==> config.mk <==
export PLATFORM = sky130hd
export DESIGN_NAME = multi_servo_pwm_with_hex_frame_rx_unit
export DESIGN_NICKNAME = d
export VERILOG_FILES = /design/src/hw/rtl/msp_pkg.sv /design/src/hw/rtl/msp_rx.sv /design/src/hw/rtl/msp_pwm.sv /design/src/hw/rtl/multi_servo_pwm_with_hex_frame_rx_unit.sv
export SDC_FILE = /design/constraint.sdc
export NUM_CORES = 1
export LEC_CHECK = 0
export ABC_CLOCK_PERIOD_IN_PS = 11200
export BUFFER_PORTS_ARGS = -buffer_cell sky130_fd_sc_hd__buf_2
export CORE_ASPECT_RATIO = 0.8
export CORE_MARGIN = 1
export CORE_UTILIZATION = 65
export CTS_BUF_LIST = sky130_fd_sc_hd__clkbuf_2
export DETAILED_ROUTE_END_ITERATION = 7
export PLACE_DENSITY = 0.84
export SLEW_MARGIN = 20
export SYNTH_ARGS = -nofsm -noshare
export SYNTH_HDL_FRONTEND = slang
export SYNTH_HIERARCHICAL = 1
export SYNTH_SLANG_ARGS = --single-unit
==> constraint.sdc <==
create_clock -name clock -period 11.2 [get_ports clock]
set_input_delay 2.24 -clock clock [delete_from_list [all_inputs] [get_ports clock]]
set_output_delay 2.24 -clock clock [all_outputs]
set_load 0.02 [all_outputs]
==> src/hw/rtl/msp_pkg.sv <==
`timescale 1ns / 1ps

package msp_pkg;

   localparam int NUM_CHANNELS = 12;
   localparam int FRAME_DIGITS = 2 * NUM_CHANNELS + 2;
   localparam int DIGIT_W      = $clog2(FRAME_DIGITS + 1);

   localparam logic [7:0] POS_RESET = 8'hb8;
   localparam logic [7:0] SYNC_CHAR = 8'h3a;

   localparam logic [7:0]  SLOT_TICKS_RESET  = 8'd19;
   localparam logic [7:0]  PULSE_SLOTS_RESET = 8'd241;
   localparam logic [15:0] GAP_TICKS_RESET   = 16'd35100;

   localparam logic [1:0] CSR_SLOT_TICKS  = 2'd0;
   localparam logic [1:0] CSR_PULSE_SLOTS = 2'd1;
   localparam logic [1:0] CSR_GAP_TICKS   = 2'd2;

   localparam logic FUNC_BYTE = 1'b0;
   localparam logic FUNC_TICK = 1'b1;

   localparam logic [1:0] STATUS_NONE     = 2'd0;
   localparam logic [1:0] STATUS_ACCEPTED = 2'd1;
   localparam logic [1:0] STATUS_BAD_HEX  = 2'd2;
   localparam logic [1:0] STATUS_CHECKSUM = 2'd3;

   typedef logic [NUM_CHANNELS-1:0][7:0] pos_array_type;

   typedef struct packed {
      logic       func;
      logic [7:0] rx_byte;
   } req_type;

   typedef struct packed {
      logic [NUM_CHANNELS-1:0] servo_lines;
      logic                    in_pulse;
      logic [1:0]              frame_status;
   } rsp_type;

   typedef struct packed {
      logic [7:0]  slot_ticks;
      logic [7:0]  pulse_slots;
      logic [15:0] gap_ticks;
   } timing_cfg_type;

   typedef struct packed {
      logic          valid;
      pos_array_type positions;
   } pend_type;

   // Returns {valid, nibble}; a non-hex character gives valid low and nibble zero.
   function automatic logic [4:0] hex_decode(input logic [7:0] c);
      logic [4:0] r;
      r = 5'd0;
      if (c >= 8'h30 && c <= 8'h39) begin
         r = {1'b1, c[3:0]};
      end else if ((c >= 8'h41 && c <= 8'h46) || (c >= 8'h61 && c <= 8'h66)) begin
         r = {1'b1, c[3:0] + 4'd9};
      end
      return r;
   endfunction

endpackage

==> src/hw/rtl/msp_rx.sv <==
`timescale 1ns / 1ps

module msp_rx (
   input  logic                clock,
   input  logic                reset,
   input  logic                byte_go,
   input  logic [7:0]          rx_byte,
   input  logic                take,
   output msp_pkg::pend_type   pend,
   output logic [1:0]          status
);
   import msp_pkg::*;

   pos_array_type      frame_bytes_ff, frame_bytes_in;
   pos_array_type      pend_pos_ff, pend_pos_in;
   logic               pend_valid_ff, pend_valid_in;
   logic [7:0]         sum_ff, sum_in;
   logic [DIGIT_W-1:0] digit_ff, digit_in;
   logic               wait_ff, wait_in;
   logic               hex_err_ff, hex_err_in;
   logic [3:0]         hi_nib_ff, hi_nib_in;
   logic [4:0]         dec;
   logic [DIGIT_W-2:0] byte_idx;

   always_comb begin
      frame_bytes_in = frame_bytes_ff;
      pend_pos_in    = pend_pos_ff;
      pend_valid_in  = pend_valid_ff;
      sum_in         = sum_ff;
      digit_in       = digit_ff;
      wait_in        = wait_ff;
      hex_err_in     = hex_err_ff;
      hi_nib_in      = hi_nib_ff;
      status         = STATUS_NONE;
      dec            = hex_decode(rx_byte);
      byte_idx       = digit_ff[DIGIT_W-1:1];
      if (take) begin
         pend_valid_in = 1'b0;
      end
      if (byte_go) begin
         if (wait_ff) begin
            if (rx_byte == SYNC_CHAR) begin
               wait_in    = 1'b0;
               digit_in   = '0;
               sum_in     = 8'd0;
               hex_err_in = 1'b0;
            end
         end else begin
            hex_err_in = hex_err_ff | ~dec[4];
            if (!digit_ff[0]) begin
               sum_in    = sum_ff + {dec[3:0], 4'd0};
               hi_nib_in = dec[3:0];
            end else begin
               sum_in = sum_ff + {4'd0, dec[3:0]};
               for (int k = 0; k < NUM_CHANNELS; k++) begin
                  if (byte_idx == (DIGIT_W-1)'(k)) begin
                     frame_bytes_in[k] = {hi_nib_ff, dec[3:0]};
                  end
               end
            end
            digit_in = digit_ff + 1'b1;
            if (digit_in == DIGIT_W'(FRAME_DIGITS)) begin
               wait_in = 1'b1;
               if (hex_err_in) begin
                  status = STATUS_BAD_HEX;
               end else if (sum_in != 8'd0) begin
                  status = STATUS_CHECKSUM;
               end else begin
                  status        = STATUS_ACCEPTED;
                  pend_pos_in   = frame_bytes_ff;
                  pend_valid_in = 1'b1;
               end
            end
         end
      end
   end

   always_ff @(posedge clock) begin
      frame_bytes_ff <= frame_bytes_in;
      pend_pos_ff    <= pend_pos_in;
      hi_nib_ff      <= hi_nib_in;
      if (reset) begin
         pend_valid_ff <= 1'b0;
         sum_ff        <= 8'd0;
         digit_ff      <= '0;
         wait_ff       <= 1'b0;
         hex_err_ff    <= 1'b0;
      end else begin
         pend_valid_ff <= pend_valid_in;
         sum_ff        <= sum_in;
         digit_ff      <= digit_in;
         wait_ff       <= wait_in;
         hex_err_ff    <= hex_err_in;
      end
   end

   assign pend.valid     = pend_valid_ff;
   assign pend.positions = pend_pos_ff;

endmodule

==> src/hw/rtl/msp_pwm.sv <==
`timescale 1ns / 1ps

module msp_pwm (
   input  logic                              clock,
   input  logic                              reset,
   input  logic                              tick,
   input  msp_pkg::timing_cfg_type           cfg,
   input  msp_pkg::pend_type                 pend,
   output logic                              take,
   output logic [msp_pkg::NUM_CHANNELS-1:0]  lines_in,
   output logic                              in_pulse
);
   import msp_pkg::*;

   pos_array_type           pos_ff, pos_in;
   logic [NUM_CHANNELS-1:0] lines_ff;
   logic [7:0]              slot_ff, slot_in;
   logic [15:0]             count_ff, count_in;
   logic                    gap_ff, gap_in;
   logic [16:0]             count_next;
   logic [8:0]              slot_next;

   always_comb begin
      pos_in     = pos_ff;
      lines_in   = lines_ff;
      slot_in    = slot_ff;
      count_in   = count_ff;
      gap_in     = gap_ff;
      take       = 1'b0;
      count_next = {1'b0, count_ff} + 17'd1;
      slot_next  = {1'b0, slot_ff} + 9'd1;
      if (tick) begin
         if (gap_ff) begin
            if (count_next >= {1'b0, cfg.gap_ticks}) begin
               count_in = 16'd0;
               gap_in   = 1'b0;
            end else begin
               count_in = count_next[15:0];
            end
         end else begin
            if (count_ff == 16'd0) begin
               if (slot_ff == 8'd0) begin
                  if (pend.valid) begin
                     pos_in = pend.positions;
                     take   = 1'b1;
                  end
                  lines_in = '1;
               end
               for (int i = 0; i < NUM_CHANNELS; i++) begin
                  if (slot_ff > pos_in[i]) begin
                     lines_in[i] = 1'b0;
                  end
               end
            end
            if (count_next >= {9'd0, cfg.slot_ticks}) begin
               count_in = 16'd0;
               if (slot_next >= {1'b0, cfg.pulse_slots}) begin
                  slot_in = 8'd0;
                  gap_in  = 1'b1;
               end else begin
                  slot_in = slot_next[7:0];
               end
            end else begin
               count_in = count_next[15:0];
            end
         end
      end
   end

   always_ff @(posedge clock) begin
      if (reset) begin
         pos_in_reset: for (int i = 0; i < NUM_CHANNELS; i++) begin
            pos_ff[i] <= POS_RESET;
         end
         lines_ff <= '0;
         slot_ff  <= 8'd0;
         count_ff <= 16'd0;
         gap_ff   <= 1'b0;
      end else begin
         pos_ff   <= pos_in;
         lines_ff <= lines_in;
         slot_ff  <= slot_in;
         count_ff <= count_in;
         gap_ff   <= gap_in;
      end
   end

   assign in_pulse = ~gap_ff;

endmodule

==> src/hw/rtl/multi_servo_pwm_with_hex_frame_rx_unit.sv <==
`timescale 1ns / 1ps

// Twelve-channel servo pulse generator with a hex frame receiver. Each request is either a
// timer tick or a received serial byte, and each request yields exactly one response with
// the servo line levels after it, the phase the request fell in, and a frame status that is
// nonzero only on the byte that completes a frame. A request is registered on entry and its
// response is formed into an output register when it advances; one request is taken every
// cycle while the response side keeps up, and a stalled response holds back at most one more
// request in the input register. The user must write timing registers through the csr port
// only while the block is idle, unenforced by the block; writes take effect on the following ticks.

module multi_servo_pwm_with_hex_frame_rx_unit (
   input  logic              clock,
   input  logic              reset,
   input  logic              req_valid,
   output logic              req_stall,
   input  msp_pkg::req_type  req_data,
   output logic              rsp_valid,
   input  logic              rsp_stall,
   output msp_pkg::rsp_type  rsp_data,
   input  logic              csr_we,
   input  logic [1:0]        csr_index,
   input  logic [15:0]       csr_wdata
);
   import msp_pkg::*;

   timing_cfg_type          cfg_ff, cfg_in;
   logic                    in_valid_ff, in_valid_in;
   req_type                 in_data_ff;
   logic                    out_valid_ff, out_valid_in;
   rsp_type                 out_data_ff;
   logic                    advance;
   logic                    req_take;
   logic                    take;
   pend_type                pend;
   logic [1:0]              status;
   logic [NUM_CHANNELS-1:0] lines_in;
   logic                    in_pulse;

   assign advance   = in_valid_ff & (~out_valid_ff | ~rsp_stall);
   assign req_stall = in_valid_ff & ~advance;
   assign req_take  = req_valid & ~req_stall;

   always_comb begin
      cfg_in = cfg_ff;
      if (csr_we) begin
         case (csr_index)
            CSR_SLOT_TICKS:  cfg_in.slot_ticks  = csr_wdata[7:0];
            CSR_PULSE_SLOTS: cfg_in.pulse_slots = csr_wdata[7:0];
            CSR_GAP_TICKS:   cfg_in.gap_ticks   = csr_wdata;
            default:         cfg_in = cfg_ff;
         endcase
      end
      in_valid_in = req_take | (in_valid_ff & ~advance);
      out_valid_in = advance | (out_valid_ff & rsp_stall);
   end

   msp_rx u_rx (
      .clock   (clock),
      .reset   (reset),
      .byte_go (advance & (in_data_ff.func == FUNC_BYTE)),
      .rx_byte (in_data_ff.rx_byte),
      .take    (take),
      .pend    (pend),
      .status  (status)
   );

   msp_pwm u_pwm (
      .clock    (clock),
      .reset    (reset),
      .tick     (advance & (in_data_ff.func == FUNC_TICK)),
      .cfg      (cfg_ff),
      .pend     (pend),
      .take     (take),
      .lines_in (lines_in),
      .in_pulse (in_pulse)
   );

   always_ff @(posedge clock) begin
      if (req_take) begin
         in_data_ff <= req_data;
      end
      if (advance) begin
         out_data_ff.servo_lines  <= lines_in;
         out_data_ff.in_pulse     <= in_pulse;
         out_data_ff.frame_status <= status;
      end
      if (reset) begin
         cfg_ff.slot_ticks  <= SLOT_TICKS_RESET;
         cfg_ff.pulse_slots <= PULSE_SLOTS_RESET;
         cfg_ff.gap_ticks   <= GAP_TICKS_RESET;
         in_valid_ff        <= 1'b0;
         out_valid_ff       <= 1'b0;
      end else begin
         cfg_ff       <= cfg_in;
         in_valid_ff  <= in_valid_in;
         out_valid_ff <= out_valid_in;
      end
   end

   assign rsp_valid = out_valid_ff;
   assign rsp_data  = out_data_ff;

endmodule

After elaboration in Yosys (flattened, before gate mapping)
Cells that the tools add are included.
{"block": "classes", "addsub": 6, "n_mul": 0, "n_div": 0, "magnitude_cmp": 21, "n_eq_ne": 16, "shifts": 0, "mux": 56, "bitwise": 23, "reduce_logical": 31}
{"cell": "$mux 96", "n": 5}
{"cell": "$gt 8x8->1", "n": 12}
{"cell": "$mux 12", "n": 4}
{"cell": "$mux 16", "n": 3}
{"cell": "$mux 8", "n": 6}
{"cell": "$reduce_and 4->1", "n": 12}
{"cell": "$mux 1", "n": 32}
{"cell": "$mux 5", "n": 4}
{"cell": "$add 16x1->17 const B", "n": 1}
{"cell": "$ge 17x16->1", "n": 1}
{"cell": "$ge 17x8->1", "n": 1}
{"cell": "$eq 4x3->1 const B", "n": 4}
{"cell": "$eq 4x4->1 const B", "n": 4}
{"cell": "$ge 8x7->1 const B", "n": 2}
{"cell": "$le 8x7->1 const B", "n": 2}
{"cell": "$logic_not 16->1", "n": 1}
{"cell": "$not 1->1", "n": 13}
{"cell": "$add 8x1->9 const B", "n": 1}
{"cell": "$ge 9x8->1", "n": 1}
{"cell": "$reduce_and 3->1", "n": 3}
{"cell": "$add 8x4->8", "n": 1}
{"cell": "$add 8x8->8", "n": 1}
{"cell": "$eq 4x2->1 const B", "n": 2}
{"cell": "$eq 8x6->1 const B", "n": 1}
{"cell": "22 further kinds", "n": 36}
{"block": "totals", "register_bits": 403, "latchBits": 0, "ram_bits": 0, "mem_bits_ro": 0, "in_bits": 32, "out_inout_bits": 17, "wordCells": 210, "n_memories": 0}

Longest topological paths before layout
Gate-level depths: netlist of run 1.
{"block": "depth", "depth_word": 15, "ltp_mapped": 15, "ltp_nobuf": 15}

Modules after synthesis
The synthesis of run 1 kept the hierarchy.
{"module": "msp_pwm", "instances": 1, "cells_per_inst": 1056, "area_per_inst_um2": 9158.8, "seq_area_each_um2": 2662.6}
{"module": "msp_rx", "instances": 1, "cells_per_inst": 392, "area_per_inst_um2": 7377.1, "seq_area_each_um2": 6206.0}
{"module": "multi_servo_pwm_with_hex_frame_rx_unit", "instances": 1, "cells_per_inst": 169, "area_per_inst_um2": 2165.8, "seq_area_each_um2": 1401.3}

Least setup slack after synthesis of run 1
OpenSTA, ideal clock, no wires.
{"block": "synth_timing", "path_type": "input to register", "from": "input port rsp_stall", "to": "register u_rx.pend_pos_ff (netlist bit u_rx/pend[0]), enable pin", "arrival_time_ns": 6.807, "t_required_ns": 10.734, "slack_ns": 3.927, "stages": 7, "n_path_buf": 1, "path_cell_list": "a21boi_0 > nor2b_1 > nor2b_1 > clkbuf_1 > o211ai_1 > nor3_1 > and3b_1"}
{"block": "synth_via", "elab_chain_len": 5}
{"item": "from (decl)", "line": "multi_servo_pwm_with_hex_frame_rx_unit.sv:19", "rtl": "input logic rsp_stall,"}
{"item": "$not 1->1", "line": "multi_servo_pwm_with_hex_frame_rx_unit.sv:40", "rtl": "assign advance = in_valid_ff & (~out_valid_ff | ~rsp_stall);"}
{"item": "$or 1x1->1", "line": "multi_servo_pwm_with_hex_frame_rx_unit.sv:40"}
{"item": "$and 1x1->1", "line": "multi_servo_pwm_with_hex_frame_rx_unit.sv:40"}
{"item": "$and 1x1->1", "line": "multi_servo_pwm_with_hex_frame_rx_unit.sv:61", "rtl": ".byte_go (advance & (in_data_ff.func == FUNC_BYTE)),"}
{"item": "$reduce_and 5->1 (no line)"}
{"item": "to (signal assigned)", "line": "msp_rx.sv:80", "rtl": "pend_pos_ff <= pend_pos_in;"}
{"item": "to (decl)", "line": "msp_rx.sv:15", "rtl": "pos_array_type pend_pos_ff, pend_pos_in;"}
No other way between the ends.
A chain may end at the register's enable or synchronous reset.

Worst setup path after layout of run 1
{"block": "layout_timing", "from": "register in_data_ff[0] (netlist name)", "to": "register u_rx.pend_pos_ff (netlist bit u_rx/pend[60]), enable pin"}
{"block": "layout_via", "elab_chain_len": 12, "elab_cells_between_ends": 24, "classes_between": "add/sub: 3; order compare: 6; mux: 5; bitwise: 4; reduce/logical: 6"}
{"item": "from (decl)", "line": "multi_servo_pwm_with_hex_frame_rx_unit.sv:29", "rtl": "req_type in_data_ff;"}
{"item": "from (signal assigned)", "line": "multi_servo_pwm_with_hex_frame_rx_unit.sv:81", "rtl": "in_data_ff <= req_data;"}
{"item": "$ge 8x7->1 or $le 8x7->1 (tied branches)", "line": "msp_pkg.sv:58", "rtl": "end else if ((c >= 8'h41 && c <= 8'h46) || (c >= 8'h61 && c <= 8'h66)) begin"}
{"item": "$logic_and 1x1->1", "line": "msp_pkg.sv:58"}
{"item": "$logic_or 1x1->1", "line": "msp_pkg.sv:58"}
{"item": "$mux 5", "line": "msp_pkg.sv:58"}
{"item": "$mux 5 *", "line": "msp_pkg.sv:56", "rtl": "if (c >= 8'h30 && c <= 8'h39) begin"}
{"item": "named net u_rx.dec[3]", "line": "msp_rx.sv:22", "rtl": "logic [4:0] dec;"}
{"item": "$add 8x4->8 or $add 8x8->8 (tied branches)", "line": "msp_rx.sv:54, msp_rx.sv:51"}
{"item": "$mux 8 *", "line": "msp_rx.sv:50", "rtl": "if (!digit_ff[0]) begin"}
{"item": "$mux 8 *", "line": "msp_rx.sv:41", "rtl": "if (wait_ff) begin"}
{"item": "$mux 8 *", "line": "msp_rx.sv:40", "rtl": "if (byte_go) begin"}
{"item": "$reduce_bool 8->1 *", "line": "msp_rx.sv:66", "rtl": "end else if (sum_in != 8'd0) begin"}
{"item": "$not 1->1 (no line) *"}
{"item": "$reduce_and 5->1 (no line) *"}
The timed path passes the listed nets; every way through them passes the cells marked *. The select of a mux whose other input is x is not followed.

==> results of run 1 <==
[state kept, by name, summed over array words and instances, names as in the netlist]
| register | cells |
|---|---|
| u_pwm/gap_ff | 1 |
| u_pwm/count_ff | 16 |
| rsp_data | 15 |
| u_rx/hex_err_ff | 1 |
| u_pwm/slot_ff | 8 |
| u_rx/frame_bytes_ff | 96 |
| rsp_valid | 1 |
| u_rx/digit_ff | 5 |
| u_pwm/pos_ff | 96 |
| in_data_ff | 9 |
| u_rx/sum_ff | 8 |
| u_rx/pend | 96 |
| u_rx/wait_ff | 1 |
| in_valid_ff | 1 |
| u_rx/pend_valid_ff | 1 |
| cfg_ff | 32 |
| u_pwm/lines_ff | 12 |
| u_rx/hi_nib_ff | 4 |
[cell type report]
class,instances,area (µm²),area share
clock buffers,143,715.7,0.03559
well taps,370,462.9,0.02302
clock inverters,34,198.9,0.009894
repair buffers,62,351.6,0.01749
flip-flops and latches,403,10270,0.5108
inverters,47,176.4,0.008774
diodes,1,2.502,0.0001245
multi-input cells,1088,7929,0.3943
[stage by stage]
step           worst slack [ns]  hold slack (ns)    util  cells
6_report                  5.756           0.3977  0.7109   2148
5_1_grt                   5.436           0.3863  0.7109   2148
4_1_cts                   5.768           0.3794  0.7105   2147
3_5_place_dp              5.208           0.4045  0.6782   1970
3_3_place_gp              5.364           0.4001  0.6782   1970
2_1_floorplan             3.927           0.4003       -   1617
[per-layer routing]
layer  vias up  global-route usage  share of wire
met3        94             0.05570          0.074
met5         -                   0              0
met4         0              0.1202          0.030
met1      6239              0.3957           0.44
met2       480              0.4460           0.46
li1       6184                   -              -
[cell usage in the layout (no fill, tap or decap), types with 22 or more instances in the layout]
cell type / netlist / layout
nand4_1: 38 / 38
mux2i_1: 118 / 118
inv_1: 46 / 46
edfxtp_1: 220 / 220
nand2b_1: 46 / 46
dfxtp_1: 183 / 183
ha_1: 144 / 144
nor2_1: 142 / 142
nor3_1: 23 / 22
o211ai_1: 53 / 53
nand2_1: 113 / 112
nand3_1: 24 / 24
clkbuf_2: 0 / 143
a21o_1: 30 / 30
a21oi_1: 85 / 85
a211oi_1: 41 / 41
buf_2: 13 / 47
o21ai_0: 39 / 37
[where the power goes]
group | leakage [nW] | total [mW] | internal [mW] | switching, mW
sequential | 3.45 | 1.61 | 1.58 | 0.0248
clock | 0.695 | 0.971 | 0.390 | 0.581
combinational | 4.64 | 0.174 | 0.0646 | 0.110
[critical path: stages, from the launching register on]
cell and delay (ns):
edfxtp_1 0.50, inv_1 0.13, ha_1 0.21, inv_1 0.09, o311ai_2 0.39, nand2_1 0.70, ha_1 0.56, a211oi_1 0.30
or3_1 0.15, a31o_1 0.18, nand4_1 0.18, nor3_1 0.19, and3b_4 0.55, buf_4 0.81
[kinds of logic after synthesis]
logic type	after synthesis	share of synthesized area
buf+inv	126	0.02843
xor+xnor	34	0.01673
flops	403	0.5491
simple gates	475	0.1291
fa+ha+maj	147	0.09902
compound gates	302	0.1072
mux	130	0.07038
[how the worst min path moves through the flow]
stage	from	to	slack [ns]	cells past startpoint
floorplan	u_rx/frame_bytes_ff[0]	u_rx/pend[0]	0.40	0
global placement	u_rx/frame_bytes_ff[25]	u_rx/pend[25]	0.40	0
detailed placement	u_rx/frame_bytes_ff[1]	u_rx/pend[1]	0.40	0
CTS	u_rx/frame_bytes_ff[38]	u_rx/pend[38]	0.38	0
global route	u_rx/frame_bytes_ff[81]	u_rx/pend[81]	0.39	0
finish	u_rx/frame_bytes_ff[38]	u_rx/pend[38]	0.40	0
==> key figures, run 1 <==
Run status
  • Status: complete, no violations

Job
  • Max Cap Viol: 0

Finish
  • Fill cell count: between 1500 and 2000
  • Fraction of layout cells with a size suffix above 1: 0.1452
  • Final nets: 1874
  • Fin area: about 20000 µm²
  • Area grow syn2layout: 7.513%

STA
  • Slew Viols, Final: 0
  • Final Cycle Share: 0.4861
  • F_max: 0.1837 GHz
  • Worst-margin pin slew: ~1.1 ns
  • RSZ-0062 raised after global routing: false
  • Setup violations, final: 0
  • Tmin final: 5.444 ns
  • Setup TNS: 0 ns
  • Worst slew margin: 0.2500
  • Clk_skew: 0.09001 ns
  • Final hold violation count: 0

Die
  • Die area: 29460 µm²
  • Core area: 28280 µm²
  • Ports: 49
  • Die X: 191.6 µm
  • # rows: 55
  • Starting density of the core: 0.6612
  • Chip Height: 153.7 µm

Setup path
  • Critical Path Source: in_data_ff[0]
  • Setup crit end: u_rx/pend[60]
  • Worst reg2reg path depth: 13
  • Worst r2r src: in_data_ff[0]
  • Reg2reg setup slack: ~5.8 ns
  • CP Max Fanout: 65
  • Kind of critical path: reg -> reg
  • R2r endpoint: u_rx/pend[60]
  • Startpoint types: flop
  • Required time of the critical path: 11.72 ns
  • CP Capture Type: flop
  • WP data arrival: 5.97 ns

Power
  • Leak: between 8 and 9 nW
  • Overall Power: 2.753 mW
  • Worst vdd ir: ~0.13 mV
  • Power Dens Cells: 136.9 nW/µm²

Routing
  • Routed Antenna Nets: 0
  • Via density: 6.051
  • Total number of vias: 13000
  • DRT Pass-1 Iters: 5
  • Detailed Route WL: 41630 µm
  • Wire per inst: 19.38 µm
  • Final routed DRC violation total: 0
  • Initial DRC Count: 1213

GRT
  • Initial antenna violation count: 1
  • Aggregate global routing overflow: 0
  • Tot GR Track Use: 0.2871
  • First-pass GRT wire length: 65140 µm
  • Vias in the first global route: between 10000 and 15000
  • Largest net degree at the start of global routing: 109

Placement
  • Placed Area: 19180 µm²
  • GPL Wtd Cong: 0.8228
  • Post-DP HPWL: 26060 µm
  • Buffers on Ports: 48

Synthesis
  • Mapped Avg Cell Area: 11.57 µm²
  • Post-synthesis sequential area ratio: 0.5491
  • Register bit total from synthesis: between 400 and 500
  • Synth warnings: 6
  • Fraction of registers with async set/reset: 0
  • Post-synth EDFFs: 220
  • Mapped Cells: 1617
  • Post-synth top area cell: edfxtp_1
  • Syn Std Cell Area: 18700 µm²
  • Top post-synthesis cells by count: edfxtp_1 (220), dfxtp_1 (183), ha_1 (144), nor2_1 (142), mux2i_1 (118)
  • Top FF cell, synth: edfxtp_1
  • Yosys cell types: 78
  • Most frequent cell after synthesis: edfxtp_1
  • Top-area cell type share of the netlist area: 0.3532
  • Synthesized net count: 1795
  • Top cells by area, synth: edfxtp_1 (35%), dfxtp_1 (20%), ha_1 (9.6%)

Clock network
  • Cts bufs inserted: 94
  • CTS Sinks: about 400
  • TritonCTS clock tree: done
  • Clock Latency Late Sink: 0.96 ns
  • Reg clk slew, reported paths: around 0.12 ns
  • H-tree depth: 3
  • Setup Buffers After CTS: 0
  • Hold_buf cts: 0
  • Root Driver: clkbuf_2
  • CTS max path bufs: 3
  • PostCTS Resize Cnt: 0

Worst hold path
  • HP Class: reg -> reg
Note: power is estimated with default switching activity, not from simulation.
==> run 2, diff against run 1 <==
ABC_CLOCK_PERIOD_IN_PS = 4800   (was 11200)
CORE_UTILIZATION = 59   (was 65)
PLACE_DENSITY = 0.8   (was 0.84)
clock period = 4.8 ns   (was 11.2 ns; I/O delays follow)
==> key figures, run 2 (synthesis gave the netlist of run 1 again) <==
Run status
  • Status: complete, no violations (unchanged)

Routing
  • Wire per inst: 18.78 µm (was 19.38 µm)
  • Initial DRC Count: 1009 (was 1213)
  • DRT Pass-1 Iters: 6 (was 5)
  • Final routed DRC violation total: 0 (unchanged)
  • Detailed Route WL: 41520 µm (was 41630 µm)
  • Via density: 5.838 (was 6.051)
  • Routed Antenna Nets: 0 (unchanged)
  • Total number of vias: 12910 (was 13000)

STA
  • Hold WS: 0.1982 ns (was 0.3977 ns)
  • Worst-margin pin slew: 1.081 ns (was 1.116 ns)
  • Setup violations, final: 0 (unchanged)
  • Setup TNS: 0 ns (unchanged)
  • Setup ws final: 0.3322 ns (was 5.756 ns)
  • Final hold violation count: 0 (unchanged)
  • Final Cycle Share: 0.9308 (was 0.4861)
  • F_max: 0.2238 GHz (was 0.1837 GHz)
  • Clk_skew: 0.08295 ns (was 0.09001 ns)
  • Worst slew margin: 0.2782 (was 0.2500)
  • RSZ-0062 raised after global routing: false (unchanged)
  • Slew Viols, Final: 0 (unchanged)
  • Tmin final: 4.468 ns (was 5.444 ns)

Power
  • Power Dens Cells: 317.5 nW/µm² (was 136.9 nW/µm²)
  • Leak: 8.932 nW (was 8.786 nW)
  • Worst vdd ir: 0.2282 mV (was 0.1257 mV)

Die
  • Starting density of the core: 0.6084 (was 0.6612)
  • Chip Height: 161.2 µm (was 153.7 µm)
  • Die X: 201.1 µm (was 191.6 µm)
  • Die area: 32420 µm² (was 29460 µm²)
  • # rows: 57 (was 55)
  • Ports: 49 (unchanged)
  • Core area: 30740 µm² (was 28280 µm²)

Job
  • Max Cap Viol: 0 (unchanged)

Clock network
  • Hold_buf cts: 0 (unchanged)
  • H-tree depth: 3 (unchanged)
  • CTS max path bufs: 3 (unchanged)
  • Setup Buffers After CTS: 0 (unchanged)
  • Root Driver: clkbuf_2 (unchanged)
  • PostCTS Resize Cnt: 0 (unchanged)
  • CTS Sinks: 403 (unchanged)
  • TritonCTS clock tree: done (unchanged)
  • Reg clk slew, reported paths: 0.11 ns (was 0.12 ns)
  • Cts bufs inserted: 94 (unchanged)
  • Clock Latency Late Sink: 0.94 ns (was 0.96 ns)

Finish
  • Util after Layout: 0.6635 (was 0.7109)
  • Most common cell after layout, fill and taps aside: edfxtp_1 (unchanged)
  • Fraction of layout cells with a size suffix above 1: 0.1547 (was 0.1452)
  • Commonest cells after routing, fill and taps aside: edfxtp_1 (220), dfxtp_1 (183), clkbuf_2 (150), ha_1 (144), nor2_1 (142) (was edfxtp_1 (220), dfxtp_1 (183), ha_1 (144), clkbuf_2 (143), nor2_1 (142))
  • Final nets: 1894 (was 1874)
  • FF/Latch Area: 10270 µm² (unchanged)
  • Area grow syn2layout: 9.052% (was 7.513%)
  • Area of the multi-input gates: 7916 µm² (was 7929 µm²)
  • Fill cell count: 2292 (was 1927)

Setup path
  • Startpoint types: flop (unchanged)
  • WP data arrival: 5.03 ns (was 5.97 ns)
  • CP Max Fanout: 27 (was 65)
  • Required time of the critical path: 5.37 ns (was 11.72 ns)
  • Kind of critical path: reg -> reg (unchanged)
  • CP Capture Type: flop (unchanged)

GRT
  • Vias in the first global route: 12740 (was 12750)
  • Aggregate global routing overflow: 0 (unchanged)
  • First-pass GRT wire length: 65930 µm (was 65140 µm)
  • Tot GR Track Use: 0.2603 (was 0.2871)
  • Largest net degree at the start of global routing: 95 (was 109)
  • Initial antenna violation count: 1 (unchanged)

Placement
  • Post-DP HPWL: 26690 µm (was 26060 µm)
  • Pre-CTS WS: 0.4087 ns (was 5.208 ns)
  • GPL Wtd Cong: 0.8785 (was 0.8228)
  • Buffers on Ports: 48 (unchanged)

Worst hold path
  • HP Class: in -> reg (was reg -> reg)
[run 2: critical path, stage by stage, from the launching register on]
cell and delay [ns]:
edfxtp_1 0.47, inv_1 0.12, ha_1 0.23, o21bai_1 0.11
a21boi_1 0.30, a22o_1 0.66, ha_1 0.37, a211oi_1 0.32
nor2_1 0.14, o21a_1 0.21, a211oi_4 0.23, xor2_2 0.22
and3b_4 0.46, buf_12 0.24
[run 2: area by class of cell]
cell class | count | area share
repair buffers | 82 | 0.02810
clock buffers | 150 | 0.03681
inverters | 47 | 0.008650
clock inverters | 27 | 0.009264
multi-input cells | 1088 | 0.3882
diodes | 1 | 0.0001227
well taps | 413 | 0.02534
flip-flops and latches | 403 | 0.5036
[run 2: path summary, 6_finish.rpt]
| kind | from | end | slack [ns] | cells past startpoint |
|---|---|---|---|---|
| hold / removal | req_data[8] | in_data_ff[8] | 0.20 | 1 |
| setup / recovery | in_data_ff[1] | u_rx/pend[69] | 0.33 | 13 |
| setup reg to reg | in_data_ff[1] | u_rx/pend[69] | 0.33 | 13 |
| hold reg to reg | u_rx/frame_bytes_ff[8] | u_rx/pend[8] | 0.38 | 0 |
[run 2: per-layer routing]
metal,global-route usage,wire (µm),vias up
met5,0,0,-
met4,0.1114,1223,0
met3,0.04621,3063,93
met2,0.4166,18830,479
met1,0.3504,18400,6121
li1,-,-,6214
[run 2: through the flow]
| step | std cells | instance area (µm²) | total power [mW] |
|---|---|---|---|
| global route | 2211 | 20390 | 6.775 |
| CTS | 2210 | 20390 | 6.540 |
| finish | 2211 | 20390 | 6.474 |
| global placement | 2033 | 19450 | 4.216 |
| detailed placement | 2033 | 19450 | 4.239 |
| floorplan | 1617 | 18710 | 4.104 |
[run 2: where the power goes]
part           total [mW]  switching [mW]  internal (mW)
combinational       0.420           0.263          0.158
clock                2.31            1.32          0.988
sequential           3.75          0.0544           3.69
total                6.47            1.64           4.84
